File: config.mk
export PLATFORM = sky130hd
export DESIGN_NAME = http_request_head_parser_flat
export DESIGN_NICKNAME = d
export VERILOG_FILES = /design/src/hw/rtl/hrhp_pkg.sv /design/src/hw/rtl/hrhp_if.sv /design/src/hw/rtl/http_request_head_parser.sv /design/src/flat_wrapper.sv
export VERILOG_INCLUDE_DIRS = /design/src /design/src/hw/rtl
export SDC_FILE = /design/constraint.sdc
export NUM_CORES = 1
export LEC_CHECK = 0
export BUFFER_PORTS_ARGS = -buffer_cell sky130_fd_sc_hd__buf_2
export CAP_MARGIN = 10
export CORE_MARGIN = 5
export CORE_UTILIZATION = 60
export CTS_CLUSTER_SIZE = 24
export DETAILED_ROUTE_END_ITERATION = 10
export HOLD_SLACK_MARGIN = 0.06
export PLACE_DENSITY = 0.81
export SLEW_MARGIN = 20
export SYNTH_ARGS = -nofsm -noshare
export SYNTH_HDL_FRONTEND = slang
export SYNTH_SLANG_ARGS = --single-unit
File: constraint.sdc
create_clock -name clk_i -period 5 [get_ports clk_i]
set_input_delay 0 -clock clk_i [delete_from_list [all_inputs] [get_ports clk_i]]
set_output_delay 0 -clock clk_i [all_outputs]
set_load 0.05 [all_outputs]
File: src/hw/rtl/http_request_head_parser_assert.svh
// ----------------------------------------------------------------------------
// HTTP request head parser assertion macros
// Clocked assertion shorthands shared by the parser RTL.
// ----------------------------------------------------------------------------
`ifndef HTTP_REQUEST_HEAD_PARSER_ASSERT_SVH
`define HTTP_REQUEST_HEAD_PARSER_ASSERT_SVH

// Property checked at every rising clock edge outside reset.
`define HRHP_ASSERT(label, prop, msg) \
  label: assert property (@(posedge clk_i) disable iff (!rst_ni) (prop)) else $error(msg);

// Antecedent in this cycle implies consequent in the next cycle.
`define HRHP_ASSERT_NEXT(label, ante, cons, msg) \
  label: assert property (@(posedge clk_i) disable iff (!rst_ni) (ante) |=> (cons)) \
    else $error(msg);

`endif

File: src/hw/rtl/hrhp_pkg.sv
// ----------------------------------------------------------------------------
// HTTP request head parser package
// Parser states, byte roles, status codes and character constants.
// ----------------------------------------------------------------------------
`default_nettype none

package hrhp_pkg;

  localparam logic [7:0] ChG     = 8'h47;
  localparam logic [7:0] ChE     = 8'h45;
  localparam logic [7:0] ChT     = 8'h54;
  localparam logic [7:0] ChH     = 8'h48;
  localparam logic [7:0] ChP     = 8'h50;
  localparam logic [7:0] ChSlash = 8'h2F;
  localparam logic [7:0] ChOne   = 8'h31;
  localparam logic [7:0] ChZero  = 8'h30;
  localparam logic [7:0] ChDot   = 8'h2E;
  localparam logic [7:0] ChCr    = 8'h0D;
  localparam logic [7:0] ChLf    = 8'h0A;
  localparam logic [7:0] ChColon = 8'h3A;
  localparam logic [7:0] ChSpace = 8'h20;

  typedef enum logic [2:0] {
    ROLE_DELIM  = 3'd0,
    ROLE_METHOD = 3'd1,
    ROLE_URI    = 3'd2,
    ROLE_KEY    = 3'd3,
    ROLE_VALUE  = 3'd4
  } role_e;

  typedef enum logic [2:0] {
    STAT_BUSY    = 3'd0,
    STAT_ERROR   = 3'd1,
    STAT_LINE    = 3'd2,
    STAT_HEADER  = 3'd3,
    STAT_DONE    = 3'd4,
    STAT_IGNORED = 3'd5
  } status_e;

  typedef enum logic [21:0] {
    ST_METHOD     = 22'h000001,
    ST_URI_FIRST  = 22'h000002,
    ST_URI        = 22'h000004,
    ST_VER_H      = 22'h000008,
    ST_VER_T1     = 22'h000010,
    ST_VER_T2     = 22'h000020,
    ST_VER_P      = 22'h000040,
    ST_VER_SLASH  = 22'h000080,
    ST_VER_MAJOR  = 22'h000100,
    ST_VER_DOT    = 22'h000200,
    ST_VER_MINOR  = 22'h000400,
    ST_VER_CR     = 22'h000800,
    ST_RL_LF      = 22'h001000,
    ST_LINE_START = 22'h002000,
    ST_KEY        = 22'h004000,
    ST_COLON_SP   = 22'h008000,
    ST_VAL_FIRST  = 22'h010000,
    ST_VALUE      = 22'h020000,
    ST_HL_LF      = 22'h040000,
    ST_END_LF     = 22'h080000,
    ST_DONE       = 22'h100000,
    ST_ERROR      = 22'h200000
  } state_e;

  typedef struct packed {
    role_e       role;
    status_e     status;
    logic        minor;
    logic [15:0] offset;
  } result_t;

endpackage

`default_nettype wire

File: src/hw/rtl/hrhp_if.sv
// ----------------------------------------------------------------------------
// HTTP request head parser channels
// Valid/ready interfaces for the byte input and the per-byte result.
// ----------------------------------------------------------------------------
`default_nettype none

interface hrhp_in_if;
  logic       valid;
  logic       ready;
  logic [7:0] data_byte;
  logic       new_request;

  modport source (output valid, output data_byte, output new_request, input ready);
  modport sink   (input valid, input data_byte, input new_request, output ready);
endinterface

interface hrhp_out_if;
  logic        valid;
  logic        ready;
  logic [2:0]  byte_role;
  logic [2:0]  status;
  logic        http_minor;
  logic [15:0] byte_offset;

  modport source (output valid, output byte_role, output status, output http_minor,
                  output byte_offset, input ready);
  modport sink   (input valid, input byte_role, input status, input http_minor,
                  input byte_offset, output ready);
endinterface

`default_nettype wire

File: src/hw/rtl/http_request_head_parser.sv
// ----------------------------------------------------------------------------
// HTTP request head parser
// Byte-serial parser for the request line and header lines of HTTP/1.x.
// ----------------------------------------------------------------------------
//
//  Channel | Dir | Request payload                          | Handshake
//  --------+-----+------------------------------------------+-------------
//  req_i   | in  | data_byte[7:0], new_request              | valid/ready
//  res_o   | out | byte_role[2:0], status[2:0],             | valid/ready
//          |     | http_minor, byte_offset[15:0]            |
//
// One request is accepted per cycle while req_i is ready; its result is
// registered. The per-byte parser state update is a single combinational
// pass from the parser registers to the result register.
// A two-entry output buffer (result register plus skid register) keeps
// req_i ready while one finished result waits; req_i drops ready only when
// both entries are full.
// Reset returns the parser to the method state with zero offset and minor
// version, and empties the output buffer.
//
`default_nettype none

`include "http_request_head_parser_assert.svh"

module http_request_head_parser
  import hrhp_pkg::*;
#(
  parameter int unsigned OFFSET_BITS = 16
) (
  input  wire          clk_i,
  input  wire          rst_ni,
  hrhp_in_if.sink      req_i,
  hrhp_out_if.source   res_o
);

  localparam logic [OFFSET_BITS-1:0] OffsetMax = {OFFSET_BITS{1'b1}};

  // Parser state.
  state_e                 state_q, state_d;
  logic                   minor_q, minor_d;
  logic [OFFSET_BITS-1:0] offset_q, offset_d;

  // Output buffer.
  logic    out_vld_q, skid_vld_q;
  result_t out_q, skid_q;
  result_t res_d;

  logic acc, take, out_load, skid_load;

  // Values seen by this byte: a new request restarts from the reset values.
  state_e                 state_cur;
  logic                   minor_cur;
  logic [OFFSET_BITS-1:0] offset_cur;
  logic [31:0]            offset_wide;
  logic [7:0]             b;
  role_e                  role;
  status_e                status;

  assign req_i.ready = !skid_vld_q;
  assign acc         = req_i.valid && req_i.ready;
  assign take        = out_vld_q && res_o.ready;
  assign out_load    = acc && (!out_vld_q || take);
  assign skid_load   = acc && out_vld_q && !take;

  assign b          = req_i.data_byte;
  assign state_cur  = req_i.new_request ? ST_METHOD : state_q;
  assign minor_cur  = req_i.new_request ? 1'b0 : minor_q;
  assign offset_cur = req_i.new_request ? '0 : offset_q;

  // Next-state and result decode for one byte. Fixed-byte checks fall to
  // the error state on mismatch; the error state holds until new_request.
  always_comb begin
    state_d = state_cur;
    minor_d = minor_cur;
    role    = ROLE_DELIM;
    status  = STAT_BUSY;
    unique case (state_cur)
      ST_METHOD: begin
        if (b == ChG || b == ChE || b == ChT) begin
          role = ROLE_METHOD;
        end else if (b == ChSpace) begin
          state_d = ST_URI_FIRST;
        end else begin
          state_d = ST_ERROR;
        end
      end
      ST_URI_FIRST: begin
        role    = ROLE_URI;
        state_d = ST_URI;
      end
      ST_URI: begin
        if (b == ChSpace) begin
          state_d = ST_VER_H;
        end else begin
          role = ROLE_URI;
        end
      end
      ST_VER_H:     state_d = (b == ChH)     ? ST_VER_T1    : ST_ERROR;
      ST_VER_T1:    state_d = (b == ChT)     ? ST_VER_T2    : ST_ERROR;
      ST_VER_T2:    state_d = (b == ChT)     ? ST_VER_P     : ST_ERROR;
      ST_VER_P:     state_d = (b == ChP)     ? ST_VER_SLASH : ST_ERROR;
      ST_VER_SLASH: state_d = (b == ChSlash) ? ST_VER_MAJOR : ST_ERROR;
      ST_VER_MAJOR: state_d = (b == ChOne)   ? ST_VER_DOT   : ST_ERROR;
      ST_VER_DOT:   state_d = (b == ChDot)   ? ST_VER_MINOR : ST_ERROR;
      ST_VER_MINOR: begin
        if (b == ChOne) begin
          minor_d = 1'b1;
          state_d = ST_VER_CR;
        end else if (b == ChZero) begin
          minor_d = 1'b0;
          state_d = ST_VER_CR;
        end else begin
          state_d = ST_ERROR;
        end
      end
      ST_VER_CR: state_d = (b == ChCr) ? ST_RL_LF : ST_ERROR;
      ST_RL_LF: begin
        if (b == ChLf) begin
          state_d = ST_LINE_START;
          status  = STAT_LINE;
        end else begin
          state_d = ST_ERROR;
        end
      end
      ST_LINE_START: begin
        if (b == ChCr) begin
          state_d = ST_END_LF;
        end else begin
          role    = ROLE_KEY;
          state_d = ST_KEY;
        end
      end
      ST_KEY: begin
        if (b == ChColon) begin
          state_d = ST_COLON_SP;
        end else begin
          role = ROLE_KEY;
        end
      end
      ST_COLON_SP: state_d = (b == ChSpace) ? ST_VAL_FIRST : ST_ERROR;
      ST_VAL_FIRST: begin
        role    = ROLE_VALUE;
        state_d = ST_VALUE;
      end
      ST_VALUE: begin
        if (b == ChCr) begin
          state_d = ST_HL_LF;
        end else begin
          role = ROLE_VALUE;
        end
      end
      ST_HL_LF: begin
        if (b == ChLf) begin
          state_d = ST_LINE_START;
          status  = STAT_HEADER;
        end else begin
          state_d = ST_ERROR;
        end
      end
      ST_END_LF: begin
        if (b == ChLf) begin
          state_d = ST_DONE;
          status  = STAT_DONE;
        end else begin
          state_d = ST_ERROR;
        end
      end
      ST_DONE: status = STAT_IGNORED;
      default: state_d = ST_ERROR;
    endcase
    // Any byte that lands in (or stays in) the error state reports an error.
    if (state_d == ST_ERROR) begin
      status = STAT_ERROR;
    end
  end

  // The offset saturates at its all-ones value.
  assign offset_d    = (offset_cur == OffsetMax) ? offset_cur
                                                 : offset_cur + OFFSET_BITS'(1);
  assign offset_wide = 32'(offset_cur);

  always_comb begin
    res_d.role   = role;
    res_d.status = status;
    res_d.minor  = minor_d;
    res_d.offset = offset_wide[15:0];
  end

  always_ff @(posedge clk_i or negedge rst_ni) begin
    if (!rst_ni) begin
      state_q    <= ST_METHOD;
      minor_q    <= 1'b0;
      offset_q   <= '0;
      out_vld_q  <= 1'b0;
      skid_vld_q <= 1'b0;
    end else begin
      if (acc) begin
        state_q  <= state_d;
        minor_q  <= minor_d;
        offset_q <= offset_d;
      end
      if (out_load) begin
        out_vld_q <= 1'b1;
      end else if (take) begin
        out_vld_q <= skid_vld_q;
      end
      if (skid_load) begin
        skid_vld_q <= 1'b1;
      end else if (take) begin
        skid_vld_q <= 1'b0;
      end
    end
  end

  // Result payload; the skid entry moves forward when the result is taken.
  always_ff @(posedge clk_i) begin
    if (out_load) begin
      out_q <= res_d;
    end else if (take && skid_vld_q) begin
      out_q <= skid_q;
    end
    if (skid_load) begin
      skid_q <= res_d;
    end
  end

  assign res_o.valid       = out_vld_q;
  assign res_o.byte_role   = out_q.role;
  assign res_o.status      = out_q.status;
  assign res_o.http_minor  = out_q.minor;
  assign res_o.byte_offset = out_q.offset;

  `HRHP_ASSERT(a_skid_behind_out, !skid_vld_q || out_vld_q,
               "skid entry valid while result register empty")
  `HRHP_ASSERT(a_stall_only_full, req_i.ready || (out_vld_q && skid_vld_q),
               "input stalled while output buffer has room")
  `HRHP_ASSERT_NEXT(a_error_latch,
                    state_q == ST_ERROR && !(acc && req_i.new_request),
                    state_q == ST_ERROR, "error state left without a new request")
  `HRHP_ASSERT_NEXT(a_offset_sat,
                    offset_q == OffsetMax && !(acc && req_i.new_request),
                    offset_q == OffsetMax, "saturated offset moved")

endmodule

`default_nettype wire

File: src/flat_wrapper.sv
// flat-port wrapper written by rule: the top's interface ports become plain ports
module http_request_head_parser_flat import hrhp_pkg::*;
#(
  parameter int unsigned OFFSET_BITS = 16
)
  (clk_i, rst_ni, req_i_valid, req_i_data_byte, req_i_new_request, req_i_ready, res_o_valid, res_o_byte_role, res_o_status, res_o_http_minor, res_o_byte_offset, res_o_ready);
  hrhp_in_if req_i_i ();
  hrhp_out_if res_o_i ();
  input  wire clk_i;
  input  wire rst_ni;
  input wire logic [$bits(req_i_i.valid)-1:0] req_i_valid;
  input wire logic [$bits(req_i_i.data_byte)-1:0] req_i_data_byte;
  input wire logic [$bits(req_i_i.new_request)-1:0] req_i_new_request;
  output wire logic [$bits(req_i_i.ready)-1:0] req_i_ready;
  output wire logic [$bits(res_o_i.valid)-1:0] res_o_valid;
  output wire logic [$bits(res_o_i.byte_role)-1:0] res_o_byte_role;
  output wire logic [$bits(res_o_i.status)-1:0] res_o_status;
  output wire logic [$bits(res_o_i.http_minor)-1:0] res_o_http_minor;
  output wire logic [$bits(res_o_i.byte_offset)-1:0] res_o_byte_offset;
  input wire logic [$bits(res_o_i.ready)-1:0] res_o_ready;
  assign req_i_i.valid = req_i_valid;
  assign req_i_i.data_byte = req_i_data_byte;
  assign req_i_i.new_request = req_i_new_request;
  assign req_i_ready = req_i_i.ready;
  assign res_o_valid = res_o_i.valid;
  assign res_o_byte_role = res_o_i.byte_role;
  assign res_o_status = res_o_i.status;
  assign res_o_http_minor = res_o_i.http_minor;
  assign res_o_byte_offset = res_o_i.byte_offset;
  assign res_o_i.ready = res_o_ready;
  http_request_head_parser #(.OFFSET_BITS(OFFSET_BITS)) u_core (.clk_i(clk_i), .rst_ni(rst_ni), .req_i(req_i_i), .res_o(res_o_i));
endmodule
== Word-level counts from Yosys, hierarchy flattened ==
Index checks and enable logic that the tools add are counted.
Word-level totals
  register bits: 87
  logic and storage cells: 110
Operators by class
  $add $sub $neg: 1
  eq/ne operators: 36
  multiplexer cells: 44
  reductions and logical operators: 16
Operators with widths (number)
  22-bit one-hot mux with 20 select lines: 1
  22-bit two-way mux: 19
  8-bit by 6-bit == test with 1-bit output (second input constant): 6
  23-bit two-way mux: 2
  8-bit by 7-bit == test with 1-bit output (second input constant): 5
  16-bit two-way mux: 2
  22-bit by 1-bit == test with 1-bit output (second input constant): 1
  22-bit by 10-bit == test with 1-bit output (second input constant): 1
  22-bit by 11-bit == test with 1-bit output (second input constant): 1
  22-bit by 12-bit == test with 1-bit output (second input constant): 1
  22-bit by 13-bit == test with 1-bit output (second input constant): 1
  22-bit by 14-bit == test with 1-bit output (second input constant): 1
  22-bit by 15-bit == test with 1-bit output (second input constant): 1
  22-bit by 16-bit == test with 1-bit output (second input constant): 1
  22-bit by 17-bit == test with 1-bit output (second input constant): 1
  22-bit by 18-bit == test with 1-bit output (second input constant): 1
  22-bit by 19-bit == test with 1-bit output (second input constant): 1
  22-bit by 2-bit == test with 1-bit output (second input constant): 1
  22-bit by 20-bit == test with 1-bit output (second input constant): 1
  22-bit by 21-bit == test with 1-bit output (second input constant): 1
  22-bit == test (second input constant): 1
  22-bit by 3-bit == test with 1-bit output (second input constant): 1
  22-bit by 4-bit == test with 1-bit output (second input constant): 1
  22-bit by 5-bit == test with 1-bit output (second input constant): 1
  other kinds (18): 44

== Depth between registers and ports, before layout ==
Gate-level depths: netlist (run 1).
  depth after elaboration: 8
  gate-level depth with buffers: 11
  mapped depth without buffers: 9

== Worst setup path before layout (run 1) ==
OpenSTA, ideal clock, no wires.
  kind: register to register
  from: register u_core.skid_vld_q
  to: register u_core.skid_q[0] in the netlist's numbering, enable pin
  setup time: 0.403 ns
  arrival: 2.211 ns
  data required time: 4.597 ns
  slack: 2.386 ns
  stages on the path, launching flop included: 5
  path buffers: 1
  cell sequence: dfrtp_1 > inv_1 > nand2_1 > clkbuf_1 > nor2_1
On the way
  word-level cells in the longest chain between the ends: 4
RTL lines
  from (decl): RTL line http_request_head_parser.sv:44  | logic out_vld_q, skid_vld_q;
  from (signal assigned): RTL line http_request_head_parser.sv:195  | skid_vld_q <= 1'b0;
  from (signal assigned): RTL line http_request_head_parser.sv:208  | skid_vld_q <= 1'b1;
  from (signal assigned): RTL line http_request_head_parser.sv:210  | skid_vld_q <= 1'b0;
  1-bit logical NOT: RTL line http_request_head_parser.sv:59  | assign req_i.ready = !skid_vld_q;
  named net req_i_ready: RTL line flat_wrapper.sv:14  | output wire logic [$bits(req_i_i.ready)-1:0] req_i_ready;
  1-bit logical AND: RTL line http_request_head_parser.sv:60  | assign acc = req_i.valid && req_i.ready;
  1-bit logical AND (2 in series): RTL line http_request_head_parser.sv:63  | assign skid_load = acc && out_vld_q && !take;
  named net u_core.skid_load: RTL line http_request_head_parser.sv:48  | logic acc, take, out_load, skid_load;
  to (signal assigned): RTL line http_request_head_parser.sv:223  | skid_q <= res_d;
  to (decl): RTL line http_request_head_parser.sv:45  | result_t out_q, skid_q;
The timed path passes the listed nets, and every way through them passes these cells.
A chain may end at the register's enable or synchronous reset.

== Worst setup path in the final report (run 1) ==
  from: register u_core.state_q[16]
  to: register u_core.skid_q[17] in the netlist's numbering (data pin)
On the way
  word-level cells in the longest chain between the ends: 6
RTL lines
  from (decl): RTL line http_request_head_parser.sv:39  | state_e state_q, state_d;
  from (signal assigned): RTL line http_request_head_parser.sv:198  | state_q <= state_d;
  22-bit two-way mux (*): RTL line http_request_head_parser.sv:66  | assign state_cur = req_i.new_request ? ST_METHOD : state_q;
  22-bit by 13-bit == test with 1-bit output or 22-bit by 19-bit == test with 1-bit output (tied branches): RTL line http_request_head_parser.sv:77  | unique case (state_cur)
  2-bit OR reduction (no line)
  22-bit one-hot mux with 20 select lines: RTL line http_request_head_parser.sv:77
  22-bit == test: RTL line http_request_head_parser.sv:172  | if (state_d == ST_ERROR) begin
  3-bit two-way mux (*): RTL line http_request_head_parser.sv:172
  named net u_core.status[0]: RTL line http_request_head_parser.sv:57  | status_e status;
The timed path passes the listed nets; every way through them passes the cells marked *.

==> run summary, run 1 <==
=================================================================================================
Total area of multi-input combinational cells                                         0.00217 mm2
Share of the yosys chip area belonging to registers                                         51.1%
Setup tns final                                                                              0 ns
Via count                                                                                   3,625
Worst-skew pair later-pin latency                                                         0.36 ns
Worst path setup slack after routing                                                      2.16 ns
Reg clk slew, reported paths                                                              0.09 ns
RSZ-0062 raised after global routing                                                        false
R2R Path End                                                                         u_core.skid_q[17]$_DFFE_PP_
Detailed-router iteration count before antenna repair                                           5
Per-instance average area after synthesis                                                10.5 um2
Last weighted congestion value of the routability-driven placer                              1.02
Top library cells by usage in the layout, fill and taps aside                        nand2_1, edfxtp_1, dfrtp_1
Core region area                                                                      0.00769 mm2
Outcome                                                                                 completed
Power density over cell area                                                           407 mW/mm2
Data required time of the critical path                                                   5.08 ns
Number of antenna-violating nets in the routed design                                           0
Crit Path Class                                                                           reg2reg
Number of placed I/O pins                                                                      38
Number of antenna diodes                                                                        0
Setup crit end kind                                                                          flop
Gate count of the mapped netlist                                                              448
Max Slew Vio Count                                                                              0
Layout Skew                                                                            0.00803 ns
Total clock buffers created by CTS                                                              9
Total die area                                                                        0.00973 mm2
Internal power                                                                            1.30 mW
Routed vias/inst                                                                             6.09
Worst-case vdd ir drop                                                                   0.334 mV
Clock tree from TritonCTS                                                                   built
Number of levels the H-tree was split into                                                      3
Worst max-slew margin expressed relative to the limit                                       28.2%
Worst slack at placement                                                                  2.01 ns
Chip width                                                                                98.7 um
Ys async rst share                                                                          47.1%
Number of distinct library cell variants in the gate-level netlist after synthesis             69
Final Hold Vio Count                                                                            0
Number of design rule violations left after detail routing                                      0
Slew at the pin closest to its max-slew limit                                             1.07 ns
Row count                                                                                      32
Clock power share                                                                           23.4%
Worst hold endpoint                                                                  u_core.state_q[4]$_DFFE_PN0P_
Vias in the first global route                                                              3,509
Logic pwr share                                                                             32.1%
Storage element area                                                                  0.00241 mm2
Hold crit path type                                                                        in2reg
Dominant synthesized flop cell                                                           edfxtp_1
Count of flip-flops with a built-in enable after synthesis                                     46
Iteration-0 DRC Markers                                                                       364
Max Cap Viol                                                                                    0
Overall power                                                                             2.13 mW
Share of post-route cells with drive strength above 1                                       23.1%
Register share of total power                                                               44.5%
Maximum clock rate                                                                      0.353 GHz
Global-route wire length before repair                                                    17.5 mm
Worst Reg2Reg Path Length in Cells                                                              6
Worst reg-to-reg setup slack                                                              2.16 ns
Worst Path Max Fanout                                                                           8
Number of clock sinks                                                                          87
Initial antenna violation count                                                                 0
Fraction of post-synthesis cell area in the top cell type by area                           29.3%
GRT Util Overall                                                                            22.5%
Maximum number of pins on one net before global-route repair                                   42
Reg-to-reg startpoint                                                                u_core.state_q[16]$_DFFE_PN0P_
Arrival time at the worst endpoint                                                        2.92 ns
Clock tree root driver cell                                                              clkbuf_8
Number of buffers inserted to repair setup after CTS                                            0
Yosys top cell by area                                                                   edfxtp_1
Count of instances resized after the clock tree is built                                        0
Worst hold margin                                                                       0.0878 ns
Net Switching                                                                            0.827 mW
Worst Hold Launch                                                                    req_i_data_byte[5]
Tcrit/Tclk final                                                                            56.7%
Final routed wirelength across all metal layers                                           10.6 mm
Number of buffers added to fix hold violations after cts                                        8
Initial Util                                                                                61.3%
Post-synthesis cell area                                                              0.00472 mm2
Final setup vio count                                                                           0
Area growth from synthesis to final layout                                                  10.9%
Dpl hpwl                                                                                  7.58 mm
Commonest non-fill, non-tap cell in the layout                                            nand2_1
Synthesis-stage register bit count                                                             87
Layout filler cell count                                                                      601
Average routed wire per standard cell                                                     17.8 um
Total Nets Final                                                                              502
Biggest area contributors in the synthesized netlist                                 edfxtp_1, dfrtp_1, nand2_1
Yosys warns                                                                                     0
Sw Share                                                                                    38.9%
Maximum root-to-sink buffer count                                                               2
Chip height                                                                               98.7 um
Time the worst path needs with I/O delays and setup                                       2.84 ns
Hold-critical path depth                                                                        4
GR Overflow Total                                                                               0
Startpoint Class                                                                             flop
Post-Syn Nets                                                                                 462
Leakage                                                                                   2.04 nW
Number of buffers inserted by port buffering                                                   37
=================================================================================================
stage by stage:
| step | instances | area, um2 | utilization, % |
|---|---|---|---|
| after floorplan | 448 | 4720 | - |
| after global placement | 571 | 4950 | 64.4 |
| after detailed placement | 571 | 4950 | 64.4 |
| after CTS | 595 | 5230 | 68.0 |
| after global routing | 595 | 5230 | 68.1 |
| final | 595 | 5230 | 68.1 |
critical path: stages, from the launching register on:
cell,delay [ns]
dfrtp_1,0.45
nor4_4,0.58
nand2b_2,0.17
nor4_1,0.59
a2111oi_1,0.20
a211oi_2,0.41
nand4_1,0.16
worst max-delay path by stage:
stage	from	to	slack, ns	cells past startpoint
floorplan	u_core.skid_vld_q$_DFFE_PN0P_	u_core.skid_q[0]$_DFFE_PP_	2.39	4
global placement	u_core.skid_vld_q$_DFFE_PN0P_	u_core.res_o.byte_offset[14]$_DFFE_PP_	2.11	3
detailed placement	u_core.skid_vld_q$_DFFE_PN0P_	u_core.res_o.byte_offset[11]$_DFFE_PP_	2.01	3
CTS	u_core.skid_vld_q$_DFFE_PN0P_	u_core.res_o.byte_offset[11]$_DFFE_PP_	1.96	3
global route	u_core.state_q[4]$_DFFE_PN0P_	u_core.skid_q[17]$_DFFE_PP_	2.09	7
finish	u_core.state_q[16]$_DFFE_PN0P_	u_core.skid_q[17]$_DFFE_PP_	2.16	6
kinds of logic (layout without fill, tap and decap cells):
logic type / Yosys count / in the layout / share of synthesized area, %
and+or+nand+nor: 218 / 218 / 26.3
xor gates and xnor gates: 18 / 18 / 3.34
buffers and inverters: 28 / 73 / 3.05
muxes: 20 / 20 / 4.78
DFF: 87 / 87 / 51.1
adders and majority gates: 1 / 1 / 0.265
AOI/OAI and AO/OA: 76 / 76 / 11.1
registers in the layout, summed over array words and instances, names as in the netlist:
register	flops
u_core.res_o.byte_offset	16
u_core.state_q	22
u_core.res_o.byte_role	3
u_core.skid_q	23
u_core.minor_q	1
u_core.res_o.valid	1
u_core.res_o.status	3
u_core.res_o.http_minor	1
u_core.skid_vld_q	1
u_core.offset_q	16
synthesized netlist by cell type, drive strengths merged, types with 3 or more instances:
library cell	instances
a21oi	17
a31oi	5
and2	3
and3	6
buf	5
clkbuf	14
dfrtp	40
edfxtp	46
inv	9
mux2	20
nand2	68
nand2b	15
nand3	15
nand4	11
nor2	26
nor2b	18
nor3	9
nor3b	3
nor4	12
nor4b	3
o21ai	25
o21ba	3
o41ai	5
or2b	4
or3	7
or4	6
xnor2	8
xor2	10
routing by layer:
metal	global-route usage [%]	vias to the layer above	share of wire, %
met5	0	-	0
li1	-	1732	-
met2	33.7	142	46
met4	6.51	0	1.9
met1	32.9	1730	45
met3	5.31	21	7.3
power groups by stage:
stage | Clock [mW] | Combinational (mW) | Sequential, mW
2_1_floorplan | 0 | 0.259 | 1.21
3_3_place_gp | 0 | 0.667 | 0.956
3_5_place_dp | 0 | 0.676 | 0.964
4_1_cts | 0.505 | 0.688 | 0.948
5_1_grt | 0.544 | 0.728 | 0.959
6_report | 0.498 | 0.684 | 0.947
final cells by class:
class	instances	share of cell area, %
inverter	9	0.646
clock inverter	7	1.48
multi-input combinational	333	41.5
timing repair buffer	48	5.50
tap	102	2.44
sequential	87	46.0
clock buffer	9	2.37
No activity file was read; power rests on OpenSTA's default activity.
==> run 2, diff against run 1 <==
--- a/config.mk
+++ b/config.mk
@@ -6,6 +6,7 @@
 export SDC_FILE = /design/constraint.sdc
 export NUM_CORES = 1
 export LEC_CHECK = 0
+export ABC_AREA = 1
 export BUFFER_PORTS_ARGS = -buffer_cell sky130_fd_sc_hd__buf_2
 export CAP_MARGIN = 10
 export CORE_MARGIN = 5
==> constraint.sdc (replaced) <==
create_clock -name clk_i -period 2.65 [get_ports clk_i]
set_input_delay 0 -clock clk_i [delete_from_list [all_inputs] [get_ports clk_i]]
set_output_delay 0 -clock clk_i [all_outputs]
set_load 0.05 [all_outputs]
==> run 2 against run 1 <==
Against the previous run: sequential cell count is the same; die area grew 4.9%; first-iteration DRC count shrank 12%; sequential power grew 94%; critical endpoint is now u_core.state_q[4]$_DFFE_PN0P_; largest cell class unchanged.
==> run summary, run 2 <==
=================================================================================================
Outcome                                                                                 completed
Registers with the most flip-flops                                                   u_core.skid_q x23, u_core.state_q x22
Initial antenna violation count                                                                 0
Fraction of the core area covered by cells at the end of the flow                           67.4%
Core region area                                                                      0.00813 mm2
Share of the synthesized netlist area taken by xor and xnor gates                           2.47%
Count of flip-flops with a built-in enable after synthesis                                     46
GRT Util Overall                                                                            24.1%
Number of buffers inserted by port buffering                                                   37
Total clock buffers created by CTS                                                              9
Commonest non-fill, non-tap cell in the layout                                            nand2_1
Arrival time at the worst endpoint                                                        2.67 ns
Max Cap Viol                                                                                    0
Biggest cell delay along the critical path                                                0.59 ns
Number of buffers inserted to repair setup after CTS                                            0
Fraction of post-synthesis cell area in the top cell type by area                           27.8%
Leakage                                                                                   2.47 nW
Hold crit path type                                                                        in2reg
Number of buffers added to fix hold violations after cts                                        6
Synthesis-stage register bit count                                                             87
Routed vias/inst                                                                             5.52
Initial Util                                                                                61.1%
Final design instance area without fill                                               0.00548 mm2
Count of instances resized after the clock tree is built                                        0
Power density over cell area                                                           772 mW/mm2
Worst Hold Launch                                                                    req_i_data_byte[1]
Crit Path Class                                                                           reg2reg
Number of antenna-violating nets in the routed design                                           0
Total Nets Final                                                                              686
Maximum root-to-sink buffer count                                                               2
Worst max-slew margin expressed relative to the limit                                       62.4%
Worst Path Max Fanout                                                                          13
Overall power                                                                             4.24 mW
Yosys warns                                                                                     0
Clock tree root driver cell                                                              clkbuf_8
Number of design rule violations left after detail routing                                      0
Vias in the first global route                                                              3,950
Row count                                                                                      33
Share of the yosys chip area belonging to registers                                         48.4%
Layout Skew                                                                            0.00851 ns
Setup tns final                                                                              0 ns
Dpl hpwl                                                                                  8.39 mm
Number of distinct library cell variants in the gate-level netlist after synthesis             36
Area growth from synthesis to final layout                                                  10.3%
Time the worst path needs with I/O delays and setup                                       2.37 ns
Worst-path cell chain                                                                o21ai_2 -> nand2_1 -> nor2_2 -> nand4_1 -> o41ai_1 -> dlygate4sd3_1
Ys async rst share                                                                          47.1%
Number of levels the H-tree was split into                                                      3
Biggest area contributors in the synthesized netlist                                 edfxtp_1, dfrtp_1, nand2_1
Cell area reported after detailed placement                                           0.00522 mm2
Worst-case vdd ir drop                                                                   0.848 mV
Worst-skew pair later-pin latency                                                         0.36 ns
Maximum number of pins on one net before global-route repair                                   42
Top library cells by usage in the layout, fill and taps aside                        nand2_1, nor2_1, inv_1
Setup crit end kind                                                                          flop
Tcrit/Tclk final                                                                            89.5%
Global-route wire length before repair                                                    19.1 mm
Gate count of the mapped netlist                                                              630
Number of clock sinks                                                                          87
Number of placed I/O pins                                                                      38
Chip width                                                                                 101 um
RSZ-0062 raised after global routing                                                        false
Number of cells in the design after placement                                                 760
Critical Path Source                                                                 u_core.state_q[8]$_DFFE_PN0P_
Synth Area in Adders                                                                       0.252%
Total die area                                                                         0.0102 mm2
Yosys top cell by area                                                                   edfxtp_1
Clock tree from TritonCTS                                                                   built
Last weighted congestion value of the routability-driven placer                             0.885
Average routed wire per standard cell                                                     14.9 um
Most frequent cells after synthesis                                                  nand2_1, nor2_1, inv_1, edfxtp_1, nand3_1
Max Slew Vio Count                                                                              0
GR Overflow Total                                                                               0
Iteration-0 DRC Markers                                                                       322
Final setup vio count                                                                           0
Slew at the pin closest to its max-slew limit                                            0.564 ns
Maximum clock rate                                                                      0.422 GHz
Reg-to-reg startpoint                                                                u_core.state_q[8]$_DFFE_PN0P_
Most frequent cell after synthesis                                                        nand2_1
Detailed-router iteration count before antenna repair                                           5
Post-synthesis cell area                                                              0.00497 mm2
Number of antenna diodes                                                                        0
Worst-path cell with the longest stage delay                                         dlygate4sd3_1
Data required time of the critical path                                                   2.95 ns
Final Hold Vio Count                                                                            0
Post-Syn Nets                                                                                 644
Final routed wirelength across all metal layers                                           11.6 mm
Share of post-route cells with drive strength above 1                                       16.1%
Via count                                                                                   4,313
Chip height                                                                                101 um
Startpoint Class                                                                             flop
Post-Layout Cell Count                                                                        782
Simple logic cell fraction of the synthesized area                                          33.0%
Per-instance average area after synthesis                                                7.89 um2
Largest register FFs                                                                           23
Dominant synthesized flop cell                                                           edfxtp_1
Largest family of logic cells by synthesized area                                    simple AND/OR/NAND/NOR gates
Portion of netlist area occupied by mux cells                                                  0%
Reg clk slew, reported paths                                                              0.09 ns
Compound-Gate Fraction of Synth Area                                                        8.25%
Top reg by flops                                                                     u_core.skid_q
=================================================================================================
## run 2: changes by cell type after synthesis, moves of 10 or more
cell | previous run | this run
inv_1 | 9 | 59
nor2_1 | 26 | 91
mux2_2 | 20 | 0
nand3_1 | 15 | 42
nor2_2 | 0 | 10
nand2_1 | 65 | 181
nor2b_1 | 18 | 0
nand2_2 | 3 | 13
nand2b_1 | 13 | 0
## run 2: power breakdown
group	leakage, nW	switching [mW]	internal [mW]	total (mW)
Sequential	0.986	0.106	1.73	1.84
Clock	0.0942	0.546	0.369	0.915
Combinational	1.39	1.16	0.325	1.49
Total	2.47	1.81	2.42	4.24
## run 2: final timing paths
kind	end	depth (start not counted)	slack, ns
min in group asynchronous	u_core.state_q[4]$_DFFE_PN0P_	2	0.16
worst max register to register	u_core.state_q[4]$_DFFE_PN0P_	6	0.28
worst min register to register	u_core.res_o.byte_offset[9]$_DFFE_PP_	2	0.52
worst min-delay path	u_core.state_q[8]$_DFFE_PN0P_	5	0.09
worst max-delay path	u_core.state_q[4]$_DFFE_PN0P_	6	0.28
max in group asynchronous	u_core.state_q[17]$_DFFE_PN0P_	2	2.10
## run 2: kinds of logic (layout without fill, tap and decap cells)
group | Yosys count | after routing
AO/OA/AOI/OAI | 68 | 68
XOR/XNOR | 14 | 14
adder cells (fa/ha/maj) | 1 | 1
buffers and inverters | 86 | 133
flip-flops | 87 | 87
AND/OR/NAND/NOR | 374 | 374
## run 2: stage by stage
step | hold WS, ns | setup WS [ns]
3_5_place_dp | 0.216 | 0.257
4_1_cts | 0.0785 | 0.273
5_1_grt | 0.106 | 0.121
3_3_place_gp | 0.207 | 0.397
2_1_floorplan | -0.296 | 0.0808
6_report | 0.0945 | 0.279
## run 2: layer usage
layer / GRT usage, % / wire length, um / up-vias
met5: 0 / 0 / -
met4: 7.16 / 142 / 0
met1: 35.9 / 5400 / 2021
li1: - / - / 2129
met2: 35.8 / 5190 / 149
met3: 4.36 / 888 / 14
## run 2: area by class of cell
class                      count  area [um2]
tap                          105         131
clock inverter                 7        73.8
fill                         663        2650
timing repair buffer          50         300
inverter                      67         254
multi-input combinational    457        2190
clock buffer                   9         124
sequential                    87        2410
## run 2: critical path, delay by kind of cell (launching register included)
family          cells  cell delay (ns)
compound gates      2             0.46
buf+inv             1             0.59
flops               1             0.44
simple gates        3             0.82
